[config.mk]
export PLATFORM = sky130hd
export DESIGN_NAME = deque_with_reverse
export DESIGN_NICKNAME = d
export VERILOG_FILES = /design/src/sv/dwr_pkg.sv /design/src/sv/dwr_ram.sv /design/src/sv/dwr_front.sv /design/src/sv/dwr_back.sv /design/src/sv/deque_with_reverse.sv
export SDC_FILE = /design/constraint.sdc
export NUM_CORES = 1
export LEC_CHECK = 0
export BUFFER_PORTS_ARGS = -buffer_cell sky130_fd_sc_hd__buf_2
export CORE_ASPECT_RATIO = 2
export CORE_MARGIN = 3
export CORE_UTILIZATION = 35
export CTS_BUF_LIST = sky130_fd_sc_hd__clkbuf_4 sky130_fd_sc_hd__clkbuf_8
export DETAILED_ROUTE_END_ITERATION = 6
export SYNTH_ARGS = -nofsm -noshare
export SYNTH_HDL_FRONTEND = slang
export SYNTH_SLANG_ARGS = --single-unit
[constraint.sdc]
create_clock -name clk -period 4.25 [get_ports clk]
set_input_delay 0.85 -clock clk [delete_from_list [all_inputs] [get_ports clk]]
set_output_delay 0.85 -clock clk [all_outputs]
set_load 0.1 [all_outputs]
[src/sv/dwr_pkg.sv]
// Shared types and codes for the deque with reverse.
package dwr_pkg;

  // Opcodes of an input word.
  localparam logic [1:0] OP_INS_HEAD = 2'd0;
  localparam logic [1:0] OP_INS_TAIL = 2'd1;
  localparam logic [1:0] OP_REM_HEAD = 2'd2;
  localparam logic [1:0] OP_REVERSE  = 2'd3;

  // Number of decoded commands held between the front and the back.
  localparam int unsigned CMDQ_DEPTH = 2;

  // A decoded command as it travels from the front to the back.
  typedef struct packed {
    logic               ins;   // insert a value
    logic               head;  // insert at the logical head (else tail)
    logic               rem;   // remove from the logical head
    logic               rev;   // toggle the order
    logic signed [31:0] value;
  } cmd_t;

endpackage

[src/sv/dwr_ram.sv]
// Generic single-write, single-read RAM with a registered read port.
module dwr_ram #(
  parameter int WIDTH = 32,
  parameter int DEPTH = 16
) (
  input  logic                     clk,
  input  logic                     we,
  input  logic [$clog2(DEPTH)-1:0] waddr,
  input  logic [WIDTH-1:0]         wdata,
  input  logic                     re,
  input  logic [$clog2(DEPTH)-1:0] raddr,
  output logic [WIDTH-1:0]         rdata
);

  logic [WIDTH-1:0] mem [DEPTH];

  // Write port.
  always_ff @(posedge clk) begin
    if (we) begin
      mem[waddr] <= wdata;
    end
  end

  // Registered read port.
  always_ff @(posedge clk) begin
    if (re) begin
      rdata <= mem[raddr];
    end
  end

endmodule

[src/sv/dwr_front.sv]
// Front end: accepts input words, decodes them and buffers the commands.
module dwr_front (
  input  logic                 clk,
  input  logic                 rst,
  input  logic                 in_valid,
  output logic                 in_ready,
  input  logic [1:0]           opcode,
  input  logic signed [31:0]   value,
  output logic                 q_valid,
  output dwr_pkg::cmd_t        q_cmd,
  input  logic                 q_deq
);

  localparam int PW = $clog2(dwr_pkg::CMDQ_DEPTH);
  localparam int CW = $clog2(dwr_pkg::CMDQ_DEPTH + 1);

  dwr_pkg::cmd_t  slots [dwr_pkg::CMDQ_DEPTH];
  dwr_pkg::cmd_t  dec;
  logic [PW-1:0]  wr_ptr;
  logic [PW-1:0]  rd_ptr;
  logic [CW-1:0]  fill;
  logic           enq;
  logic           deq;

  // Decode the opcode into command flags.
  always_comb begin
    dec       = '0;
    dec.value = value;
    case (opcode)
      dwr_pkg::OP_INS_HEAD: begin
        dec.ins  = 1'b1;
        dec.head = 1'b1;
      end
      dwr_pkg::OP_INS_TAIL: begin
        dec.ins  = 1'b1;
      end
      dwr_pkg::OP_REM_HEAD: begin
        dec.rem  = 1'b1;
      end
      dwr_pkg::OP_REVERSE: begin
        dec.rev  = 1'b1;
      end
      default: begin
        dec.rev  = 1'b1;
      end
    endcase
  end

  assign in_ready = (fill != CW'(dwr_pkg::CMDQ_DEPTH));
  assign enq      = in_valid && in_ready;
  assign q_valid  = (fill != '0);
  assign deq      = q_deq && q_valid;
  assign q_cmd    = slots[rd_ptr];

  // Command slots.
  always_ff @(posedge clk) begin
    if (enq) begin
      slots[wr_ptr] <= dec;
    end
  end

  // Queue pointers and fill level.
  always_ff @(posedge clk) begin
    if (rst) begin
      wr_ptr <= '0;
      rd_ptr <= '0;
      fill   <= '0;
    end else begin
      if (enq) begin
        wr_ptr <= (wr_ptr == PW'(dwr_pkg::CMDQ_DEPTH - 1)) ? '0 : wr_ptr + 1'b1;
      end
      if (deq) begin
        rd_ptr <= (rd_ptr == PW'(dwr_pkg::CMDQ_DEPTH - 1)) ? '0 : rd_ptr + 1'b1;
      end
      if (enq && !deq) begin
        fill <= fill + 1'b1;
      end else if (deq && !enq) begin
        fill <= fill - 1'b1;
      end
    end
  end

endmodule

[src/sv/dwr_back.sv]
// Back end: executes commands on the ring buffer and holds the result word.
module dwr_back #(
  parameter int DEPTH = 16
) (
  input  logic                clk,
  input  logic                rst,
  input  logic                q_valid,
  input  dwr_pkg::cmd_t       q_cmd,
  output logic                q_deq,
  output logic                out_valid,
  input  logic                out_ready,
  output logic                success,
  output logic signed [31:0]  removed_value,
  output logic [4:0]          occupancy
);

  localparam int AW = $clog2(DEPTH);
  localparam int CW = $clog2(DEPTH + 1);
  localparam int SW = CW + 1;

  // Pointer state.
  logic [AW-1:0] front;
  logic [AW-1:0] front_next;
  logic [CW-1:0] count;
  logic [CW-1:0] count_next;
  logic          reversed;
  logic          reversed_next;
  logic          pend;
  logic          pend_next;

  // RAM ports.
  logic          we;
  logic [AW-1:0] waddr;
  logic          re;
  logic [AW-1:0] raddr;
  logic [31:0]   rdata;

  // Result load.
  logic          load;
  logic          load_ok;
  logic [31:0]   load_val;

  logic          take;
  logic          full;
  logic          empty;
  logic [AW-1:0] prev_pos;
  logic [AW-1:0] next_pos;
  logic [SW-1:0] tail_sum;
  logic [SW-1:0] last_sum;
  logic [AW-1:0] tail_pos;
  logic [AW-1:0] last_pos;

  dwr_ram #(.WIDTH(32), .DEPTH(DEPTH)) u_ram (
    .clk   (clk),
    .we    (we),
    .waddr (waddr),
    .wdata (q_cmd.value),
    .re    (re),
    .raddr (raddr),
    .rdata (rdata)
  );

  // Ring positions around the stored elements.
  assign prev_pos = (front == '0) ? AW'(DEPTH - 1) : front - 1'b1;
  assign next_pos = (front == AW'(DEPTH - 1)) ? '0 : front + 1'b1;
  assign tail_sum = SW'(front) + SW'(count);
  assign last_sum = tail_sum - 1'b1;
  assign tail_pos = (tail_sum >= SW'(DEPTH)) ? AW'(tail_sum - SW'(DEPTH)) : AW'(tail_sum);
  assign last_pos = (last_sum >= SW'(DEPTH)) ? AW'(last_sum - SW'(DEPTH)) : AW'(last_sum);

  assign full  = (count == CW'(DEPTH));
  assign empty = (count == '0);

  // A command is taken when no read is pending and the result slot frees up.
  assign take  = q_valid && !pend && (!out_valid || out_ready);
  assign q_deq = take;

  // Command execution.
  always_comb begin
    front_next    = front;
    count_next    = count;
    reversed_next = reversed;
    pend_next     = 1'b0;
    we            = 1'b0;
    waddr         = tail_pos;
    re            = 1'b0;
    raddr         = front;
    load          = 1'b0;
    load_ok       = 1'b0;
    load_val      = '0;
    if (pend) begin
      // The head value read last cycle completes the remove.
      load     = 1'b1;
      load_ok  = 1'b1;
      load_val = rdata;
    end else if (take) begin
      if (q_cmd.ins) begin
        load = 1'b1;
        if (!full) begin
          load_ok    = 1'b1;
          we         = 1'b1;
          count_next = count + 1'b1;
          if (q_cmd.head != reversed) begin
            front_next = prev_pos;
            waddr      = prev_pos;
          end
        end
      end else if (q_cmd.rem) begin
        if (empty) begin
          load = 1'b1;
        end else begin
          re         = 1'b1;
          pend_next  = 1'b1;
          count_next = count - 1'b1;
          if (reversed) begin
            raddr = last_pos;
          end else begin
            front_next = next_pos;
          end
        end
      end else begin
        load          = 1'b1;
        load_ok       = 1'b1;
        reversed_next = !reversed;
      end
    end
  end

  // Control state.
  always_ff @(posedge clk) begin
    if (rst) begin
      front     <= '0;
      count     <= '0;
      reversed  <= 1'b0;
      pend      <= 1'b0;
      out_valid <= 1'b0;
    end else begin
      front    <= front_next;
      count    <= count_next;
      reversed <= reversed_next;
      pend     <= pend_next;
      if (load) begin
        out_valid <= 1'b1;
      end else if (out_ready) begin
        out_valid <= 1'b0;
      end
    end
  end

  // Result word.
  always_ff @(posedge clk) begin
    if (load) begin
      success       <= load_ok;
      removed_value <= load_val;
      occupancy     <= 5'(count_next);
    end
  end

endmodule

[src/sv/deque_with_reverse.sv]
// Top level of the bounded double-ended queue with order reversal.
//
//   channel  signals                             role
//   in       in_valid, in_ready, opcode, value   operation word into the deque
//   out      out_valid, out_ready, success,      one result word per operation
//            removed_value, occupancy
//
// A word is held in the command queue of the front end after it is accepted, and the
// back end runs it from there: the result word of an insert or a reverse is registered
// from the queue, that of a remove passes also through the registered read port of
// the entry RAM. Sustained rate is one word per cycle without removes while the output
// is not stalled; a remove holds off the next command until its read completes.
// Reset clears pointers, count, order flag and both queues; the entry RAM keeps
// its contents, so no clearing pass runs. A stalled output holds the back end,
// while the front end keeps taking words until its two-entry queue is full.
module deque_with_reverse #(
  parameter int DEPTH = 16
) (
  input  logic               clk,
  input  logic               rst,
  input  logic               in_valid,
  output logic               in_ready,
  input  logic [1:0]         opcode,
  input  logic signed [31:0] value,
  output logic               out_valid,
  input  logic               out_ready,
  output logic               success,
  output logic signed [31:0] removed_value,
  output logic [4:0]         occupancy
);

  logic          q_valid;
  logic          q_deq;
  dwr_pkg::cmd_t q_cmd;

  // Decode and buffer.
  dwr_front u_front (
    .clk      (clk),
    .rst      (rst),
    .in_valid (in_valid),
    .in_ready (in_ready),
    .opcode   (opcode),
    .value    (value),
    .q_valid  (q_valid),
    .q_cmd    (q_cmd),
    .q_deq    (q_deq)
  );

  // Execute on the ring buffer.
  dwr_back #(.DEPTH(DEPTH)) u_back (
    .clk           (clk),
    .rst           (rst),
    .q_valid       (q_valid),
    .q_cmd         (q_cmd),
    .q_deq         (q_deq),
    .out_valid     (out_valid),
    .out_ready     (out_ready),
    .success       (success),
    .removed_value (removed_value),
    .occupancy     (occupancy)
  );

endmodule

# Word-level counts from Yosys, hierarchy flattened
# Memory sizes are Yosys's and may differ from the RTL's. A register that Yosys moved wholly into a read port is not among the register bits.
# Index checks and enable logic that the tools add are counted.
# totals
ff_bits	54
ramBits	584
inputBits	38
output_inout_bits	40
elab_cells	123
mem_count	2
# memory_table
name	depth	word_bits	rd	rd_ports_with_merged_regs	wr	line_no	rtl
u_back.u_ram.mem	16	32	1	1	1	dwr_ram.sv:15	logic [WIDTH-1:0] mem [DEPTH];
u_front.slots	2	36	1	1	1	dwr_front.sv:17	dwr_pkg::cmd_t slots [dwr_pkg::CMDQ_DEPTH];
# classes
n_addsub	12
order_cmp	2
n_eq_ne	11
n_mux	60
bitwise	3
n_reduce_logical	22
# op_table
cell	n
two-way mux 4 bit	21
two-way mux 1 bit	31
two-way mux 5 bit	6
greater-or-equal comparator 6 x 5 -> 1 bit, second input constant	2
subtractor 4 x 1 -> 4 bit, second input constant	3
!= test 2 bit, second input constant	4
nonzero test 2 bit	4
AND reduction 7 bit	1
adder 4 x 5 -> 6 bit	1
logical AND 1 bit	6
subtractor 6 x 1 -> 6 bit, second input constant	1
adder 5 x 1 -> 5 bit, second input constant	1
== test 5 bit, second input constant	1
zero test 1 bit	5
zero test 5 bit	1
subtractor 5 x 1 -> 5 bit, second input constant	1
adder 4 x 1 -> 4 bit, second input constant	1
== test 2 bit, second input constant	2
== test 4 bit, second input constant	1
zero test 4 bit	1
two-way mux 2 bit	2
AND reduction 4 bit	1
NOT 1 bit	3
adder 1 bit, second input constant	2
other kinds (8)	8

# Depth between registers and ports, before layout
# logic_depth
ltp_word	10
ltp_mapped	12

# Modules after synthesis
# From an unflattened synthesis, not the netlist that was laid out.
# hier_totals
cells_unflattened	1202
hier_area_um2	25560.8
# by_module_without_submodules
module	instances	cells_per_inst	area_per_inst_um2	seq_area_each_um2
dwr_ram	1	838	20155.6	16335.7
dwr_front	1	140	2835.2	2262.2
dwr_back	1	224	2570.0	1381.3

# Worst setup path before layout
# No wires, ideal clock.
# synth_timing
path_type	register to register
from	reg u_back.out_valid
to	mem u_back.u_ram.mem[7][0], enable pin
setup_time_ps	421
arrival_ps	3591
required_ps	3829
slack_ps	238
path_stages_with_launch	8
n_path_buf	1
synth_period_minus_slack_ps	4012
path_cell_list	dfxtp_1 > nand2b_1 > and2_1 > nand3_1 > clkbuf_1 > a21oi_1 > or2_2 > nor2_1
# synth_via
elab_chain_cells	7
elab_cells_between_ends	9
classes_between	mux: 6; reduce/logical: 3
# synth_rtl
item	line_no	rtl
start: declaration	dwr_back.sv:10	output logic out_valid,
start signal: assignment	dwr_back.sv:136	out_valid <= 1'b0;
start signal: assignment	dwr_back.sv:143	out_valid <= 1'b1;
start signal: assignment	dwr_back.sv:145	out_valid <= 1'b0;
zero test 1 bit *	dwr_back.sv:75	assign take = q_valid && !pend && (!out_valid || out_ready);
logical OR 1 bit *	dwr_back.sv:75	
logical AND 1 bit *	dwr_back.sv:75	
two-way mux 1 bit	dwr_back.sv:96	end else if (take) begin
two-way mux 1 bit	dwr_back.sv:91	if (pend) begin
two-way mux 1 bit	dwr_ram.sv:19	if (we) begin
two-way mux 1 bit (implied by the code)	dwr_ram.sv:20	mem[waddr] <= wdata;
end: declaration	dwr_ram.sv:15	
# Mark *: on every way between the ends. The rest lies on a longest branch, timed or not.

# Worst setup path after layout
# layout_timing
from	reg u_back.front[0]
to	reg u_back.u_ram.rdata[10] (read register of u_back.u_ram.mem), data pin
# layout_via
elab_chain_cells	10
elab_cells_between_ends	11
classes_between	add/sub: 3; order compare: 1; mux: 7
# layout_rtl
item	line_no	rtl
start: declaration	dwr_back.sv:22	logic [AW-1:0] front;
start signal: assignment	dwr_back.sv:138	front <= front_next;
adder 4 x 5 -> 6 bit	dwr_back.sv:66	assign tail_sum = SW'(front) + SW'(count);
subtractor 6 x 1 -> 6 bit	dwr_back.sv:67	assign last_sum = tail_sum - 1'b1;
greater-or-equal comparator 6 x 5 -> 1 bit or subtractor 4 x 1 -> 4 bit (tied branches)	dwr_back.sv:69	assign last_pos = (last_sum >= SW'(DEPTH)) ? AW'(last_sum - SW'(DEPTH)) : AW'(last_sum);
two-way mux 4 bit	dwr_back.sv:69	
two-way mux 4 bit	dwr_back.sv:115	if (reversed) begin
two-way mux 4 bit	dwr_back.sv:109	if (empty) begin
two-way mux 4 bit	dwr_back.sv:108	end else if (q_cmd.rem) begin
two-way mux 4 bit	dwr_back.sv:97	if (q_cmd.ins) begin
two-way mux 4 bit	dwr_back.sv:96	
two-way mux 4 bit *	dwr_back.sv:91	
end: declaration	dwr_ram.sv:12	output logic [WIDTH-1:0] rdata
# Marks and branches as above.
# A chain may end at the register's enable or synchronous reset.

==> out/qor.yml <==
timing:
  max_slew_margin_pct: 38.10
  fin_tns_setup_ns: 0
  drv_slew: 0
  fmax_ghz: 0.2654
  hold_ws_ns: 0.3334
  finalCritPeriodShare_pct: 88.66
  min_period_ns: 3.768
  setup_violations: 0
  clock_skew_ns: 0.01747
  tightest_slew_ns: 0.9286
  hold_violations: 0
  rsz0062_at_grt: "false"
floorplan:
  fp.dieH_um: 394.5
  rows: 141
  die_w_um: 200.2
  start_util_pct: 35.55
  die-area_mm2: 0.07898
  coreArea_mm2: 0.07427
  io_pins: 78
run_status:
  status: "complete, no violations"
routing:
  firstDrtPassIters: 5
  ant_nets: 0
  wl_per_cell_um: 23.86
  vias: 15369
  drt_wl_total_um: 68610
  drc: 0
  drt_iter0_drc: 1134
  vias_per_cell: 5.346
pwr:
  finalPower_uw: 20900
  ir_drop_uv: 315.0
  p_leak_uw: 0.01036
  power_density_mw_per_mm2: 686.5
logic_synthesis:
  ys_ff_latch: 669
  ys_top_cells_by_area: "edfxtp_1 74%, nand2_1 3.6%, a311oi_1 3.2%"
  syn_nets: 1741
  synth_edf_count: 652
  synth_common_cells: "652 x edfxtp_1, 250 x nand2_1, 98 x and3_1"
  synth_area_leader_cell: "edfxtp_1"
  yosysWarnings: 0
  yosys_most_used_dff: "edfxtp_1"
  synth_cell_types: 59
  synth_top_area_share_pct: 74.14
  synth.most_common_cell: "edfxtp_1"
  async_flop_share_pct: 0
  netlist_instances: 1692
  synth_area_mm2: 0.02641
  synth_area_per_cell_um2: 15.61
  yosysSeqAreaShare_pct: 75.43
critical_path:
  worst_setup_path_start_kind: "flip-flop"
  end_kind: "flip-flop"
  cp_max_fo: 24
  r2r-start: "u_back.front[0]"
  reg2reg_depth: 9
  worstPathArrival_ns: 4.19
  rrSetupSlack_ns: 0.48
  worst-setup-path-type: "reg -> reg"
  cp_data_required_time_ns: 4.68
  r2r_end: "u_back.u_ram.rdata[10]"
clocking:
  insertion_delay_ns: 0.70
  cts_root_buf: "clkbuf_8"
  cts_made_buffers: 88
  cts.clk_slew.worst_paths_ns: 0.07
  cts_sinks: 669
  htree_levels: 3
  tritoncts: "yes"
  cts_setup_buffers: 0
  cts_resized: 0
  ctsHoldBuffers: 0
  cts_buffer_depth: 3
final_layout:
  nets: 1849
  fillerInstances: 6685
  fin_area_mm2: 0.03044
  multi_input_area_mm2: 0.006096
  seqCellArea_mm2: 0.01992
  final_layout_size_suffix_gt1_share_pct: 20.18
  area_growth_pct: 15.28
run:
  cap_violations: 0
global_routing:
  grt_use_total_pct: 17.06
  grt_max_degree: 98
  grt_pass1_wl_um: 101100
  grt_pass1_vias: 16066
  grt.overflow.total: 0
  antenna_found_initial: 1
place:
  portBuffers: 77
  gp_congestion: 0.8087
  placed_area_mm2: 0.02852
  dpl.hpwl_um: 37560
min_path:
  min_to: "u_front.slots[0][6]"
  holdCritPathClass: "in -> reg"
  hold_path_depth: 1
  holdCritStartpoint: "value[6]"
how the worst max path moves through the flow:
stage,start,to,cells after the start,slack [ns]
final,u_back.front[0],u_back.u_ram.rdata[10],9,0.48
after global routing,u_back.count[0],u_back.u_ram.rdata[10],9,0.33
after CTS,u_back.count[0],u_back.u_ram.rdata[10],9,0.52
after detailed placement,out_ready,u_back.u_ram.rdata[11],10,0.50
after global placement,out_ready,u_back.u_ram.rdata[16],10,0.54
after floorplan,u_back.out_valid,u_back.u_ram.mem[7][0],7,0.24
cell type report:
| class | count | area share (%) |
|---|---|---|
| Antenna cell | 1 | 0.008221 |
| Sequential cell | 669 | 65.44 |
| Clock buffer | 107 | 4.488 |
| Tap cell | 1001 | 4.114 |
| Inverter | 14 | 0.1726 |
| Multi-Input combinational cell | 891 | 20.03 |
| Timing Repair Buffer | 136 | 3.954 |
| Clock inverter | 56 | 1.796 |
kinds of logic after synthesis:
logic type      synth area share [%]
buf+inv                        2.241
fa+ha+maj                     0.5496
mux                            2.995
compound gates                 9.178
xor+xnor                      0.4644
flops                          75.43
simple gates                   9.140
through the flow:
step	setup WS, ns	util, %	instances
after floorplan	0.2383	-	1692
after global placement	0.5401	38.41	2711
after detailed placement	0.4962	38.41	2711
after CTS	0.5188	40.98	2874
after global routing	0.3294	40.98	2875
final	0.4817	40.98	2875
power breakdown:
part	switching (uW)	leakage (uW)	total, uW	internal [uW]
Clock	2420	0.000989	5190	2770
Sequential	234	0.00607	8900	8660
Combinational	4970	0.00330	6810	1840
Total	7630	0.0104	20900	13300
cells in the final DEF (no fill, tap or decap), drive strengths merged, types with 2 or more instances in the layout:
cell / Yosys / routed
a22oi: 2 / 2
ha: 10 / 10
xnor2: 8 / 8
nor2b: 7 / 7
nand4: 4 / 4
buf: 42 / 136
clkinv: 0 / 36
or2: 2 / 2
nor2: 41 / 41
or4: 33 / 33
bufinv: 0 / 10
a31oi: 4 / 4
and2: 34 / 34
clkinvlp: 0 / 7
nand2b: 5 / 5
and3: 99 / 99
o31ai: 3 / 3
clkbuf: 76 / 107
inv: 14 / 17
dfxtp: 17 / 17
mux2i: 38 / 38
o21ai: 12 / 12
a211oi: 97 / 97
nand3: 5 / 5
a311oi: 96 / 96
nor3: 5 / 5
o22ai: 3 / 3
nand2: 251 / 251
a21oi: 43 / 43
xor2: 6 / 6
a221oi: 33 / 33
mux2: 35 / 35
edfxtp: 652 / 652
critical path: stages, from the launching register on:
cell,delay (ns)
dfxtp_1,0.40
ha_1,0.25
fa_1,0.38
xor2_1,0.31
nor3_1,0.10
xnor2_1,0.57
a2bb2oi_4,0.47
buf_12,0.29
a221oi_1,0.11
or4_1,0.57
sequential cells by signal, indices dropped and copies added (netlist names), named ones only:
register	cells
u_back.u_ram.mem	512
u_front.slots	70
u_back.removed_value	32
u_back.u_ram.rdata	32
u_back.count	5
u_back.occupancy	5
u_back.front	4
u_front.fill	2
u_back.out_valid	1
u_back.pend	1
u_back.reversed	1
u_back.success	1
u_front.rd_ptr	1
u_front.wr_ptr	1
layer usage:
layer | track usage (%) | wire length [um]
met1 | 17.94 | 24610
met2 | 32.54 | 37640
met3 | 2.872 | 3416
met4 | 8.438 | 2946
met5 | 0 | 0
Power figures use the tool's default switching activity.
